`src/design/hhm_pkg.sv`:
```
// shared types, codes and constants of the task heartbeat health monitor
package hhm_pkg;

  localparam int MAX_TASKS_DEF = 16;

  localparam int OP_W     = 3;
  localparam int ID_W     = 16;
  localparam int IVL_W    = 24;
  localparam int TIME_W   = 32;
  localparam int STATUS_W = 3;
  localparam int COUNT_W  = 5;
  localparam int HEALTH_W = 2;
  localparam int STUCK_W  = 8;

  localparam logic [OP_W-1:0] OP_REGISTER   = 3'd0;
  localparam logic [OP_W-1:0] OP_UNREGISTER = 3'd1;
  localparam logic [OP_W-1:0] OP_HEARTBEAT  = 3'd2;
  localparam logic [OP_W-1:0] OP_CHECK      = 3'd3;
  localparam logic [OP_W-1:0] OP_QUERY      = 3'd4;

  localparam logic [STATUS_W-1:0] ST_OK        = 3'd0;
  localparam logic [STATUS_W-1:0] ST_INVALID   = 3'd1;
  localparam logic [STATUS_W-1:0] ST_FULL      = 3'd2;
  localparam logic [STATUS_W-1:0] ST_NOT_FOUND = 3'd3;
  localparam logic [STATUS_W-1:0] ST_NOT_INIT  = 3'd4;

  localparam logic [HEALTH_W-1:0] H_OK       = 2'd0;
  localparam logic [HEALTH_W-1:0] H_STUCK    = 2'd1;
  localparam logic [HEALTH_W-1:0] H_NOT_RESP = 2'd2;

  localparam logic [STUCK_W-1:0] STUCK_MAX = 8'hFF;
  localparam logic [COUNT_W-1:0] COUNT_SAT = 5'd31;

  typedef struct packed {
    logic [ID_W-1:0]     id;
    logic [IVL_W-1:0]    ivl;
    logic [TIME_W-1:0]   last;
    logic [HEALTH_W-1:0] health;
    logic [STUCK_W-1:0]  stuck;
  } entry_t;

  // strobes and operands broadcast to every cell
  typedef struct packed {
    logic              append;
    logic              remove;
    logic              beat;
    logic              check;
    logic [ID_W-1:0]   id;
    logic [IVL_W-1:0]  ivl;
    logic [TIME_W-1:0] now;
  } cell_ctl_t;

  typedef enum logic {
    S_IDLE,
    S_EXEC
  } state_t;

endpackage

```
`src/design/hhm_cell.sv`:
```
// one table entry: id match, elapsed-time checks and shift from the upper neighbor
module hhm_cell
  import hhm_pkg::*;
(
  input  logic      clk,
  input  cell_ctl_t ctl,
  input  logic      occupied,
  input  logic      at_tail,
  input  entry_t    nbr_entry,
  input  logic      shift_in,
  output logic      shift_out,
  output logic      match,
  output logic      unhealthy,
  output entry_t    entry
);

  entry_t            entry_next;
  logic [TIME_W-1:0] elapsed;
  logic [TIME_W-1:0] limit2;
  logic [TIME_W-1:0] limit5;
  logic              over2;
  logic              over5;

  assign match     = occupied && (entry.id == ctl.id);
  assign shift_out = shift_in | match;

  // intervals are 24 bits, so 2x and 5x never wrap in 32 bits
  assign elapsed = ctl.now - entry.last;
  assign limit2  = TIME_W'({entry.ivl, 1'b0});
  assign limit5  = TIME_W'({entry.ivl, 2'b00}) + TIME_W'(entry.ivl);
  assign over2   = elapsed > limit2;
  assign over5   = elapsed > limit5;

  assign unhealthy = ctl.check && occupied && over2;

  always_comb begin
    entry_next = entry;
    if (ctl.append && at_tail) begin
      entry_next.id     = ctl.id;
      entry_next.ivl    = ctl.ivl;
      entry_next.last   = ctl.now;
      entry_next.health = H_OK;
      entry_next.stuck  = '0;
    end else if (ctl.remove && shift_out) begin
      // everything at and above the removed entry moves down one place
      entry_next = nbr_entry;
    end else if (ctl.beat && match) begin
      entry_next.last = ctl.now;
      if (entry.health != H_OK) begin
        entry_next.health = H_OK;
        entry_next.stuck  = '0;
      end
    end else if (ctl.check && occupied) begin
      if (over2 && entry.health == H_OK) begin
        entry_next.health = H_STUCK;
        if (entry.stuck != STUCK_MAX) begin
          entry_next.stuck = entry.stuck + STUCK_W'(1);
        end
      end
      if (over5) begin
        entry_next.health = H_NOT_RESP;
      end
    end
  end

  always_ff @(posedge clk) begin
    entry <= entry_next;
  end

endmodule

```
`config.mk`:
```
export PLATFORM = sky130hd
export DESIGN_NAME = hhm_cell
export DESIGN_NICKNAME = d
export VERILOG_FILES = /design/src/design/hhm_pkg.sv /design/src/design/hhm_cell.sv
export SDC_FILE = /design/constraint.sdc
export NUM_CORES = 1
export LEC_CHECK = 0
export ABC_AREA = 1
export BUFFER_PORTS_ARGS = -buffer_cell sky130_fd_sc_hd__buf_2
export CORE_UTILIZATION = 40
export CTS_CLUSTER_SIZE = 20
export DETAILED_ROUTE_END_ITERATION = 10
export PLACE_DENSITY_LB_ADDON = 0.25
export REMOVE_ABC_BUFFERS = 1
export SLEW_MARGIN = 0
export SYNTH_ARGS = -nofsm -noshare
export SYNTH_HDL_FRONTEND = slang
export SYNTH_SLANG_ARGS = --single-unit
```
`constraint.sdc`:
```
create_clock -name clk -period 5.3 [get_ports clk]
set_input_delay 1.06 -clock clk [delete_from_list [all_inputs] [get_ports clk]]
set_output_delay 1.06 -clock clk [all_outputs]
set_load 0.05 [all_outputs]
```
Yosys cells after proc, flatten, opt, wreduce, memory -nomap -nowiden
Index checks and enable logic that the tools add are counted.
- register bits after elaboration: 82
- latch bits: 0
- RAM bits: 0
- ROM bits: 0
- input bits: 162
- word-level logic and storage cells: 41
- memories: 0
- add/sub/neg operators: 3
- multipliers: 0
- divide/modulo/power cells: 0
- order comparisons: 2
- equal/unequal tests: 3
- shifts and indexed selects: 0
- multiplexer cells: 10
- bitwise operators: 1
- reductions and logical operators: 17
- operators by type and width (cell ; number):
    $mux 82 ; 1
    $mux 42 ; 1
    $mux 10 ; 4
    $mux 40 ; 1
    $gt 32x25->1 ; 1
    $gt 32x27->1 ; 1
    $mux 32 ; 1
    $sub 32x32->32 ; 1
    $add 26x24->27 ; 1
    $eq 16x16->1 ; 1
    $reduce_bool 3->1 ; 4
    $add 8x1->8 const B ; 1
    $mux 8 ; 1
    $ne 8x8->1 const B ; 1
    $logic_and 1x1->1 ; 7
    $reduce_and 4->1 ; 1
    $reduce_bool 2->1 ; 2
    $reduce_bool 4->1 ; 1
    $ne 3x2->1 const B ; 1
    $reduce_and 3->1 ; 1
    $logic_not 2->1 ; 1
    $mux 2 ; 1
    $or 1x1->1 ; 1

Longest topological paths before layout
Gate-level depths: netlist (run 1).
- word-level depth: 9
- gate-level depth with buffers: 32

Worst setup path before layout (run 1)
OpenSTA, ideal clock, no wires.
- path type: input -> output
- start: input ctl[0] in the netlist's numbering
- end: output unhealthy
- arrival time: 3.866 ns
- required time: 4.240 ns
- setup slack: 0.374 ns
- stages: 24
- buffers on the path: 0
- path through: inv_1 > ha_1 > inv_1 > fa_1 > nand3_1 > nand3_1 > nand3_1 > nand3_1 > a31o_2 > xor2_1 > ha_1 > nand2_1 > nor2_1 > nand2_1 > nor2_1 > nand2_1 > nand3_1 > nand2_1 > nand2_1 > nand2_1 > nand2_2 > nor2_2 > nand2_2 > and3_2
- longest elaborated chain between the ends: 3
- ends and longest elaborated chain (item ; line ; source):
    from (decl) ; hhm_cell.sv:6 ; input cell_ctl_t ctl,
    $sub 32x32->32 ; hhm_cell.sv:28 ; assign elapsed = ctl.now - entry.last;
    $gt 32x25->1 ; hhm_cell.sv:31 ; assign over2 = elapsed > limit2;
    $logic_and 1x1->1 ; hhm_cell.sv:34 ; assign unhealthy = ctl.check && occupied && over2;
    to (decl) ; hhm_cell.sv:13 ; output logic unhealthy,
No other way between the ends.

Final worst setup path (run 1)
Same ends and word-level chain as after synthesis.

==> results of run 1 <==
==> final cells by class <==
| cell class | count | area (um^2) |
|---|---|---|
| repair buffers | 258 | 1331 |
| multi-input cells | 887 | 5678 |
| inverters | 203 | 762.0 |
| clock inverters | 7 | 100.1 |
| fillers | 2110 | 10420 |
| well taps | 275 | 344.1 |
| flip-flops and latches | 82 | 2362 |
| clock buffers | 9 | 225.2 |
==> synthesized netlist by cell type (3+ instances only) <==
master,count,share of area (%)
nor2_2,6,0.43
mux2_1,8,1.0
inv_1,199,8.5
clkbuf_1,3,0.13
o21ai_0,29,1.7
o21a_1,3,0.26
edfxtp_1,72,25
ha_1,105,15
and3_1,3,0.21
a21oi_1,75,4.3
a31oi_1,9,0.64
mux2_2,52,6.7
nand2_1,328,14
xor2_1,38,3.8
buf_2,3,0.17
nand4_1,10,0.72
nand3b_1,6,0.52
o21ai_1,6,0.34
nand3_2,5,0.57
a21o_1,5,0.43
nand3_1,34,1.9
nor2_1,91,3.9
a21oi_2,3,0.30
nand2_2,16,1.1
xnor2_1,17,1.7
inv_2,4,0.17
nor3_1,9,0.52
nand2_4,3,0.39
dfxtp_1,10,2.3
a21boi_0,4,0.34
==> how the worst max path moves through the flow <==
stage                      start        end
after global placement    ctl[0]  unhealthy
after detailed placement  ctl[0]  unhealthy
after global routing      ctl[0]  unhealthy
final                     ctl[0]  unhealthy
after floorplan           ctl[0]  unhealthy
after CTS                 ctl[0]  unhealthy
==> repair_timing <==
| action | in CTS | in global routing |
|---|---|---|
| hold endpoints to repair | 0 | 0 |
| buffers inserted | 0 | 3 |
| resized for setup | 0 | 31 |
| endpoints found under the setup margin | 0 | 1 |
==> where the power goes <==
part	switching [mW]	total [mW]	internal (mW)	leakage (nW)
registers	0.0786	0.879	0.800	0.781
logic	1.23	1.92	0.688	4.85
clock network	0.290	0.707	0.417	0.160
total	1.60	3.50	1.91	5.79
==> logic make-up (layout without fill, tap and decap cells) <==
logic type / Yosys count / count (layout) / share of synthesized area (%)
DFF: 82 / 82 / 27.02
muxes: 60 / 60 / 7.729
AOI/OAI and AO/OA: 141 / 141 / 8.917
buffers and inverters: 214 / 477 / 9.518
xor gates and xnor gates: 55 / 55 / 5.510
adders and majority gates: 107 / 107 / 15.49
and+or+nand+nor: 524 / 524 / 25.82
==> routing by layer <==
metal | global-route usage, % | wire (um) | vias to the layer above
met5 | 0 | 0 | -
met4 | 4.242 | 248 | 0
met3 | 3.750 | 1201 | 20
met2 | 35.16 | 10650 | 205
met1 | 27.03 | 10750 | 3697
li1 | - | - | 4372
==> worst max-delay path: cells and delay by family <==
kind | cells | cell delay [ns]
fa+ha+maj | 3 | 0.82
buf+inv | 4 | 0.34
simple gates | 11 | 1.18
xor+xnor | 1 | 0.14
compound gates | 2 | 0.45
==> layout by cell type, fill, tap and decap left out, types with 10 or more instances in the layout <==
master    netlist  final
xor2_1         38     38
buf_2           3    245
nor2_1         91     88
xnor2_1        17     14
dfxtp_1        10     10
inv_1         199    198
nand2_2        16     21
nand2_1       328    323
nand4_1        10     10
a21oi_1        75     74
buf_4           0     12
mux2_2         52     52
ha_1          105    103
nand3_1        34     31
o21ai_0        29     29
edfxtp_1       72     72
==> impl_metrics.csv, run 1 <==
group,metric,value,unit
critical_path,path_max_fanout,4,
critical_path,reg2reg_depth,28,
critical_path,cp.required,4.24,ns
logic_synthesis,ys_ff_latch,82,
logic_synthesis,synth_cell_types,51,
cells_and_area,top_register,"entry",
floorplan,fp.coreArea,21220,um^2
logic_synthesis,netlist_area,8742,um^2
timing,worst_pin_slew,0.9640,ns
min_path,hp-class,"register to register",
floorplan,ioPinCount,247,
cells_and_area,largest_reg_flops,82,
grt,grt_pass1_vias,7932,
clocking,clock-sinks,82,
logic_synthesis,synth-async-reset-ratio,0,%
timing,period_needed,5.081,ns
timing,holdWs,0.5131,ns
logic_synthesis,yosysSeqAreaShare,27.02,%
place,placed_cells,1702,
timing,setup_violations,0,
timing,slew_headroom,35.50,%
detailed_routing,first_pass_iters,6,
timing,tns,0,ns
place,dp_hpwl,18.89,mm
critical_path,crit_arrival,4.02,ns
cells_and_area,antennaDiodeCount,0,
floorplan,rows,53,
place,io_buffers,246,
timing,slew_violations,0,
cells_and_area,drive_gt1_share,27.39,%
power_and_ir_drop,leakagePower,5.787,nW
critical_path,regToRegSetupSlack,0.85,ns
cells_and_area,finalNetCount,1710,
floorplan,start_util,41.20,%
timing,fmax,0.1968,GHz
cells_and_area,final_util,50.91,%
logic_synthesis,synth_flop_cell,"edfxtp_1",
clocking,cts-root-buf,"clkbuf_16",
cells_and_area,stdcell_count,1721,
min_path,min_to,"entry[8]$_SDFFE_PP0P_",
cells_and_area,largestRegisters,"entry x82",
floorplan,die_height,149.8,um
detailed_routing,drt-initial-drc-count,301,
critical_path,r2r_start,"entry[44]$_DFFE_PP_",
floorplan,die_x,149.8,um
logic_synthesis,synthCells,1183,
outcome,status,"complete, no violations",
clocking,clk_pin_slew,0.07,ns
critical_path,path_class,"primary input to output port",
critical_path,r2r_end,"entry[9]$_SDFFE_PP0P_",
place,gp_congestion,0.8893,
timing,finalHoldViolCount,0,
critical_path,cp-start-kind,"primary input",
min_path,hold_start,"entry[8]$_SDFFE_PP0P_",
logic_synthesis,ys_warn_count,0,
detailed_routing,routedWlPerCell,13.28,um
logic_synthesis,synth_edf_count,72,
detailed_routing,detail-route-antenna-nets,0,
timing,fin_crit_sh,95.87,%
clocking,cts_tree,"yes",
timing,timing.final.ws_setup,0.2187,ns
place,place_area,10320,um^2
detailed_routing,viasPerCell,4.819,
clocking,numCtsBuffers,9,
grt,grt_max_degree,49,
critical_path,endpoint_kind,"output port",
grt,grt_pass1_wl,37.03,mm
power_and_ir_drop,powerDensity,324.1,nW/um^2
cells_and_area,design_area,10800,um^2
min_path,min_path_cells,2,
grt,grt-ovfl-total,0,
critical_path,cp_cell_sequence,"buf_2 > inv_2 > ha_1 > inv_1 > fa_2 > nand3_1 > nand3_2 > nand3_2 > nand3_4 > a31o_4 > a21oi_1 > xnor2_1 > ha_1 > and3_1 > nand4_1 > nand2_1 > nand2_2 > nor2_2 > nand2_2 > and3_4 > buf_8",
critical_path,slowest_delay,0.36,ns
timing,fin_worst_skew,0.01128,ns
detailed_routing,vias,8294,
clocking,h-tree-depth,3,
detailed_routing,drc,0,
grt,antenna_found_initial,0,
run,maxCapViolations,0,
detailed_routing,drt-total-wl,22.85,mm
critical_path,critical_path.slowest_cell,"ha_1",
clocking,clk_path_buf_depth,2,
grt,grt_use_total,20.61,%
clocking,clk_latency,0.35,ns
clocking,holdBufCountCts,0,
logic_synthesis,syn_area_per_cell,7.390,um^2
cells_and_area,syn_to_final_growth,23.57,%
power_and_ir_drop,ir_worst_vdd,0.1507,mV
floorplan,die_area,22450,um^2
place,pre_cts_slack,0.009907,ns
power_and_ir_drop,p_total,3.502,mW
Note: power is estimated with default switching activity, not from simulation.
==> run 2, diff against run 1 <==
BUFFER_PORTS_ARGS = unset   (was -buffer_cell sky130_fd_sc_hd__buf_2)
DONT_BUFFER_PORTS = 1   (was unset)
==> impl_metrics.csv, run 2 (same netlist as run 1, synthesis figures left out) <==
group,metric,value,unit
timing,slew_headroom,35.51,%
power_and_ir_drop,p_total,3.367,mW
cells_and_area,antennaDiodeCount,0,
cells_and_area,drive_gt1_share,12.90,%
cells_and_area,largestRegisters,"entry x82",
grt,grt-ovfl-total,0,
power_and_ir_drop,ir_worst_vdd,0.1529,mV
detailed_routing,first_pass_iters,5,
cells_and_area,syn_to_final_growth,10.38,%
critical_path,endpoint_kind,"output port",
power_and_ir_drop,switching_share,45.94,%
power_and_ir_drop,p_clk_share,21.1,%
timing,holdWs,0.7915,ns
floorplan,die_height,149.8,um
detailed_routing,viasPerCell,4.983,
power_and_ir_drop,combPwrFrac,47.4,%
clocking,numCtsBuffers,9,
power_and_ir_drop,intPower,1.820,mW
clocking,clk_pin_slew,0.07,ns
grt,grt_max_degree,49,
timing,fin_crit_sh,94.60,%
timing,fmax,0.1994,GHz
clocking,clock-sinks,82,
floorplan,fp.coreArea,21220,um^2
clocking,clk_path_buf_depth,2,
detailed_routing,vias,7474,
timing,rsz0062_at_grt,"no",
critical_path,cp-start-kind,"primary input",
clocking,clk_latency,0.36,ns
grt,grt_use_total,19.56,%
timing,worst_pin_slew,0.9639,ns
cells_and_area,largest_reg_flops,82,
critical_path,critical_path.slowest_cell,"fa_2",
clocking,holdBufCountCts,0,
critical_path,cp_top_family,"simple AND/OR/NAND/NOR gates",
run,maxCapViolations,0,
cells_and_area,final_common_cell,"nand2_1",
critical_path,crit_top_cell,"nand2_1",
clocking,post-cts-setup-buffers,0,
detailed_routing,routedWlPerCell,14.66,um
detailed_routing,drt-total-wl,21.99,mm
power_and_ir_drop,leakagePower,4.902,nW
cells_and_area,fillerInstances,2168,
detailed_routing,detail-route-antenna-nets,0,
power_and_ir_drop,switchingPower,1.547,mW
timing,period_needed,5.014,ns
floorplan,die_x,149.8,um
critical_path,slowest_delay,0.36,ns
timing,slew_violations,0,
place,placed_cells,1484,
cells_and_area,top_register,"entry",
power_and_ir_drop,seqPwrFrac,31.5,%
clocking,h-tree-depth,3,
place,gp_congestion,0.8896,
critical_path,cp.required,4.24,ns
floorplan,start_util,41.20,%
grt,antenna_found_initial,0,
critical_path,path_class,"primary input to output port",
floorplan,rows,53,
cells_and_area,stdcell_count,1500,
place,io_buffers,0,
cells_and_area,final_util,45.47,%
critical_path,cp_cell_sequence,"inv_1 > ha_1 > inv_1 > fa_2 > nand3_1 > nand3_1 > nand3_1 > nand3_2 > a31o_2 > xor2_1 > ha_1 > nand2_1 > nor2_1 > nand2_1 > nor2_2 > nand2_1 > nand3_1 > nand2_1 > nand2_1 > nand2_1 > nand2_2 > nor2_2 > nand2_2 > and3_4",
timing,finalHoldViolCount,0,
timing,fin_worst_skew,0.01278,ns
timing,tns,0,ns
floorplan,die_area,22450,um^2
timing,setup_violations,0,
outcome,status,"complete, no violations",
clocking,cts_tree,"yes",
cells_and_area,finalNetCount,1489,
critical_path,crit_buf_inv,2,
grt,grt_pass1_vias,7183,
place,dp_hpwl,18.30,mm
power_and_ir_drop,powerDensity,348.9,nW/um^2
floorplan,ioPinCount,247,
critical_path,path_max_fanout,4,
min_path,hp-class,"register to register",
cells_and_area,layout.cells.most_common_list,"nand2_1 (326), inv_1 (199), ha_1 (105), nor2_1 (90), a21oi_1 (75)",
critical_path,crit_arrival,3.95,ns
clocking,cts-root-buf,"clkbuf_16",
detailed_routing,drt-initial-drc-count,328,
detailed_routing,drc,0,
grt,grt_pass1_wl,34.48,mm
==> run 2: worst paths after layout <==
path	from	endpoint	slack, ns	cells after the start
worst max register to register	entry[44]$_DFFE_PP_	entry[9]$_SDFFE_PP0P_	0.61	28
worst max-delay path	ctl[0]	unhealthy	0.29	24
worst min-delay path	entry[8]$_SDFFE_PP0P_	entry[8]$_SDFFE_PP0P_	0.79	2
worst min register to register	entry[8]$_SDFFE_PP0P_	entry[8]$_SDFFE_PP0P_	0.79	2
==> run 2: worst min-delay path, stage by stage (launching register included) <==
cell	delay (ns)
dfxtp_1	0.50
a21oi_1	0.20
nor2_1	0.05
==> run 2: power by group through the flow <==
stage | Sequential, mW | Clock (mW) | Combinational (mW)
global placement | 1.07 | 0 | 1.57
finish | 1.06 | 0.712 | 1.60
detailed placement | 1.08 | 0 | 1.59
global route | 1.07 | 0.750 | 1.83
CTS | 1.06 | 0.734 | 1.60
floorplan | 1.15 | 0 | 1.12
==> run 2: through the flow <==
stage | worst slack (ns) | instance area, um^2
after floorplan | 0.3743 | 8672
after global placement | 0.1354 | 9296
after detailed placement | 0.08445 | 9296
after CTS | 0.08263 | 9627
after global routing | 0.01250 | 9649
final | 0.2860 | 9649
==> run 2: layout make-up <==
| cell class | instances | area [um^2] | share of cell area (%) |
|---|---|---|---|
| inverters | 203 | 762.0 | 7.897 |
| clock inverters | 7 | 105.1 | 1.089 |
| repair buffers | 37 | 277.8 | 2.879 |
| well taps | 275 | 344.1 | 3.566 |
| flip-flops and latches | 82 | 2362 | 24.48 |
| multi-input cells | 887 | 5573 | 57.75 |
| clock buffers | 9 | 225.2 | 2.334 |
==> run 2: repair_timing <==
| action | in CTS | in global routing |
|---|---|---|
| hold endpoints to repair | 0 | 0 |
| endpoints found under the setup margin | 0 | 1 |
| resized for setup | 0 | 6 |
==> run 2: layer usage <==
| layer | part of all wire, % | up-vias | track usage [%] | wire length (um) |
|---|---|---|---|---|
| met3 | 5.9 | 18 | 4.177 | 1295 |
| li1 | - | 3930 | - | - |
| met5 | 0 | - | 0 | 0 |
| met1 | 46 | 3328 | 24.79 | 10120 |
| met2 | 47 | 198 | 33.33 | 10280 |
| met4 | 1.4 | 0 | 5.354 | 297 |
